[config.mk]
export PLATFORM = sky130hd
export DESIGN_NAME = rafs_ctrl
export DESIGN_NICKNAME = d
export VERILOG_FILES = /design/src/rtl/rafs_pkg.sv /design/src/rtl/rafs_ctrl.sv
export SDC_FILE = /design/constraint.sdc
export NUM_CORES = 1
export LEC_CHECK = 0
export BUFFER_PORTS_ARGS = -buffer_cell sky130_fd_sc_hd__buf_4
export CORE_AREA = 5 5 42 44
export CTS_CLUSTER_DIAMETER = 200
export CTS_CLUSTER_SIZE = 10
export DETAILED_ROUTE_END_ITERATION = 8
export DIE_AREA = 0 0 47 49
export PLACE_DENSITY = 0.48
export SLEW_MARGIN = 15
export SYNTH_ARGS = -nofsm -noshare
export SYNTH_HDL_FRONTEND = slang
export SYNTH_SLANG_ARGS = --single-unit
[constraint.sdc]
create_clock -name clk -period 1.12 [get_ports clk]
set_input_delay 0.224 -clock clk [delete_from_list [all_inputs] [get_ports clk]]
set_output_delay 0.224 -clock clk [all_outputs]
set_load 0.05 [all_outputs]
[src/rtl/rafs_pkg.sv]
// Shared types, constants and command codes for the register ALU block
package rafs_pkg;

    localparam int REG_COUNT   = 32;
    localparam int STACK_DEPTH = 128;
    localparam int REG_AW      = $clog2(REG_COUNT);
    localparam int STK_AW      = (STACK_DEPTH > 1) ? $clog2(STACK_DEPTH) : 1;
    localparam int SP_W        = $clog2(STACK_DEPTH + 1);
    localparam int DATA_W      = 32;
    localparam int CNT_W       = 6;
    localparam logic [SP_W-1:0] SP_FULL = SP_W'(STACK_DEPTH);

    typedef enum logic [4:0] {
        CMD_ADD  = 5'd0,  CMD_SUB  = 5'd1,  CMD_AND  = 5'd2,  CMD_XOR  = 5'd3,
        CMD_OR   = 5'd4,  CMD_DIV  = 5'd5,  CMD_MULL = 5'd6,  CMD_ADDI = 5'd7,
        CMD_SUBI = 5'd8,  CMD_ANDI = 5'd9,  CMD_XORI = 5'd10, CMD_ORI  = 5'd11,
        CMD_MOVI = 5'd12, CMD_MOVR = 5'd13, CMD_SWAP = 5'd14, CMD_PUSH = 5'd15,
        CMD_POP  = 5'd16
    } cmd_t;

    typedef enum logic [1:0] {
        ERR_NONE  = 2'd0,
        ERR_DIV0  = 2'd1,
        ERR_FULL  = 2'd2,
        ERR_EMPTY = 2'd3
    } err_t;

    typedef enum logic [2:0] {
        ST_IDLE,
        ST_READ,
        ST_EXEC,
        ST_DIV,
        ST_MUL,
        ST_POP,
        ST_DONE
    } state_t;

    typedef struct packed {
        logic latch;
        logic exec;
        logic div_start;
        logic div_step;
        logic mul_fin;
        logic pop_fin;
        logic out_load;
    } ctrl_t;

    typedef struct packed {
        logic div_op;
        logic mul_op;
        logic pop_op;
        logic div_done;
    } stat_t;

endpackage

[src/rtl/rafs_ctrl.sv]
// Controller state machine sequencing each instruction
module rafs_ctrl (
    input  logic           clk,
    input  logic           rst_n,
    input  logic           in_valid,
    output logic           in_ready,
    output logic           out_valid,
    input  logic           out_ready,
    input  rafs_pkg::stat_t stat,
    output rafs_pkg::ctrl_t ctrl
);
    rafs_pkg::state_t state_reg, state_next;

    always_ff @(posedge clk or negedge rst_n)
    begin
        if (!rst_n)
        begin
            state_reg <= rafs_pkg::ST_IDLE;
        end
        else
        begin
            state_reg <= state_next;
        end
    end

    always_comb
    begin
        state_next = state_reg;
        ctrl       = '0;
        in_ready   = 1'b0;
        out_valid  = 1'b0;
        case (state_reg)
            rafs_pkg::ST_IDLE:
            begin
                in_ready = 1'b1;
                if (in_valid)
                begin
                    ctrl.latch = 1'b1;
                    state_next = rafs_pkg::ST_READ;
                end
            end
            rafs_pkg::ST_READ:
            begin
                if (stat.div_op)
                begin
                    ctrl.div_start = 1'b1;
                    state_next     = rafs_pkg::ST_DIV;
                end
                else if (stat.mul_op)
                begin
                    state_next = rafs_pkg::ST_MUL;
                end
                else if (stat.pop_op)
                begin
                    state_next = rafs_pkg::ST_POP;
                end
                else
                begin
                    state_next = rafs_pkg::ST_EXEC;
                end
            end
            rafs_pkg::ST_EXEC:
            begin
                ctrl.exec     = 1'b1;
                ctrl.out_load = 1'b1;
                state_next    = rafs_pkg::ST_DONE;
            end
            rafs_pkg::ST_DIV:
            begin
                if (stat.div_done)
                begin
                    ctrl.exec     = 1'b1;
                    ctrl.out_load = 1'b1;
                    state_next    = rafs_pkg::ST_DONE;
                end
                else
                begin
                    ctrl.div_step = 1'b1;
                end
            end
            rafs_pkg::ST_MUL:
            begin
                ctrl.mul_fin  = 1'b1;
                ctrl.out_load = 1'b1;
                state_next    = rafs_pkg::ST_DONE;
            end
            rafs_pkg::ST_POP:
            begin
                ctrl.pop_fin  = 1'b1;
                ctrl.out_load = 1'b1;
                state_next    = rafs_pkg::ST_DONE;
            end
            rafs_pkg::ST_DONE:
            begin
                out_valid = 1'b1;
                if (out_ready)
                begin
                    state_next = rafs_pkg::ST_IDLE;
                end
            end
            default:
            begin
                state_next = rafs_pkg::ST_IDLE;
            end
        endcase
    end

    a_one_cmd: assert property (@(posedge clk) disable iff (!rst_n)
        ctrl.latch |=> state_reg == rafs_pkg::ST_READ)
        else $error("latch not followed by read");
    a_no_accept_busy: assert property (@(posedge clk) disable iff (!rst_n)
        out_valid |-> !in_ready)
        else $error("accept while result pending");
    a_load_done: assert property (@(posedge clk) disable iff (!rst_n)
        ctrl.out_load |=> out_valid)
        else $error("result not presented");
endmodule

==> results.cfg <==
[yosys]
yosysWarnings = 0
ys_seq_elements = 3
ys_seq_area_share_pct = 36.1
ys.flop_type = dfrtp_1
syn_inst = 28
postSynth.asyncResetShare_pct = 100
syn_area_um2 = 208
syn_area_per_cell_um2 = 7.42
synth.distinct_cells = 16
synth.area.top_cells = dfrtp_1 36%, nand2b_1 12%, nor2_1 7.2%
syn-num-nets = 36
synth.top_cell.area_share_pct = 36.1
synth_edf_count = 0
synth_top_area_cell = dfrtp_1

[layout]
fillers = 147
final_common_cell = buf_4
fin_cells = 74
area_growth_pct = 180
drive_gt1_share_pct = 81.0
final_cell_area_um2 = 581
largest_reg_flops = 3
fin_nets = 67
n_antenna_cell = 0
final_cell_mix = 14 x buf_4, 7 x buf_6, 4 x buf_8
final_core_util_pct = 41.4

[critical_path]
critPathArrivalTime_ns = 1.21
timing.rr.start = state_reg[2]
cp-start-kind = flip-flop
cp-endpoint = ctrl[0]
crit_type = flip-flop to output port
critPathLaunch = state_reg[2]
ff2ff_path_depth = 4
reg2reg_to = state_reg[2]
cp.required_ns = 0.90
rrSetupSlack_ns = 0.06
endpoint_kind = output port
crit_fanout = 4

[cts]
cts_buffers = 3
clock_latency_ns = 0.24
clock_path_buffers = 2
cts_root_buf = clkbuf_4
cts.htree.levels = 1
clk_pin_slew_ns = 0.04
clock_sinks = 3
cts_tree = yes

[drt]
routed_wire_length_per_instance_um = 10.3
drt-total-wl_um = 761
dr.pass1.iters = 2
dr_total_vias = 304
via_per_inst = 4.11
drt_iter0_markers = 2
drc = 0
ant_nets = 0

[sta]
worst_slack_ns = -0.312
rsz0062_at_grt = true
finalMaxSlewViolations = 0
min_period_over_period_pct = 128
worstMarginPinSlew_ns = 0.224
setup_tns_ns = -2.48
finClkSkew_ns = 0.000775
setup_viol = 9
period_minus_slack_ns = 1.43
hold_ws_ns = 0.270
relSlewSlack_pct = 84.8
finalHoldViolations = 0
timing.fmax_mhz = 699

[flow_run]
max-cap-violations = 0

[pwr]
power.density_mw_per_mm2 = 3540
ir_drop_v = 0.00118
leakage_nw = 0.272
power.total_mw = 2.06

[global_route]
grt_start_max_net_pins = 7
grt_use_total_pct = 8.32
grt_pass1_wl_um = 1390
grt_antenna_before_repair = 0
grt-ovfl-total = 0
grt_pass1_vias = 339

[run_status]
violations = negative setup slack
status = finished with violations

[place]
pre_cts_slack_ns = -0.140
dp_hpwl_um = 595
postPlaceCellArea_um2 = 447
gp_congestion = 0.683
port_buffers = 16
post-place-cells = 67

[floorplanning]
num_io_pins = 17
die_area_mm2 = 0.00230
rows = 14
start_util_pct = 14.8
core_mm2 = 0.00140
die_h_um = 49
die_w_um = 47

[min_path]
min_path_cells = 3
min_path_type = primary input to flip-flop
[area by class of cell]
| type | count | area, um2 | area share (%) |
|---|---|---|---|
| timing repair buffer | 26 | 254 | 43.8 |
| multi-input combinational | 22 | 186 | 32.1 |
| clock buffer | 4 | 26.3 | 4.53 |
| tap | 16 | 20.0 | 3.45 |
| inverter | 3 | 15.0 | 2.59 |
| sequential | 3 | 78.8 | 13.6 |
[worst min-delay path by stage]
stage,from,to
2_1_floorplan,rst_n,state_reg[0]
3_3_place_gp,rst_n,state_reg[2]
3_5_place_dp,rst_n,state_reg[2]
4_1_cts,out_ready,state_reg[1]
5_1_grt,stat[3],state_reg[0]
6_report,stat[3],state_reg[0]
[report_power, final]
group	internal, mW	switching, mW	total, mW
logic	0.740	0.825	1.56
clock network	0.134	0.0596	0.193
registers	0.173	0.124	0.297
[per-layer routing]
| metal | GRT usage (%) | vias up | part of all wire (%) |
|---|---|---|---|
| met5 | 0 | - | 0 |
| met3 | 3.32 | 2 | 8.0 |
| met2 | 10.6 | 13 | 44 |
| met4 | 4.15 | 0 | 1.8 |
| met1 | 11.7 | 131 | 46 |
| li1 | - | 158 | - |
[worst max-delay path, cell delays in order, from the launching register on]
cell	delay, ns
dfrtp_2	0.44
nand2b_4	0.16
nand2b_4	0.16
nand2_2	0.07
buf_8	0.14
[synth_stat cells, types with 2 or more instances]
library cell,n
inv_1,2
nand2b_1,4
nor2_1,4
and3_1,2
o21ai_1,2
dfrtp_1,3
nand2_1,2
[repair_timing]
action,CTS,global route
cloned,0,0
gates resized for setup,16,6
buffers inserted,2,0
hold buffers,1,0
endpoints found under the hold margin,3,0
pin swaps,2,2
setup endpoints to repair,9,11
[cell families after synthesis]
logic type,share of synthesized area [%]
buf+inv,5.42
simple gates,34.3
compound gates,24.1
flops,36.1
Power figures use the tool's default switching activity.
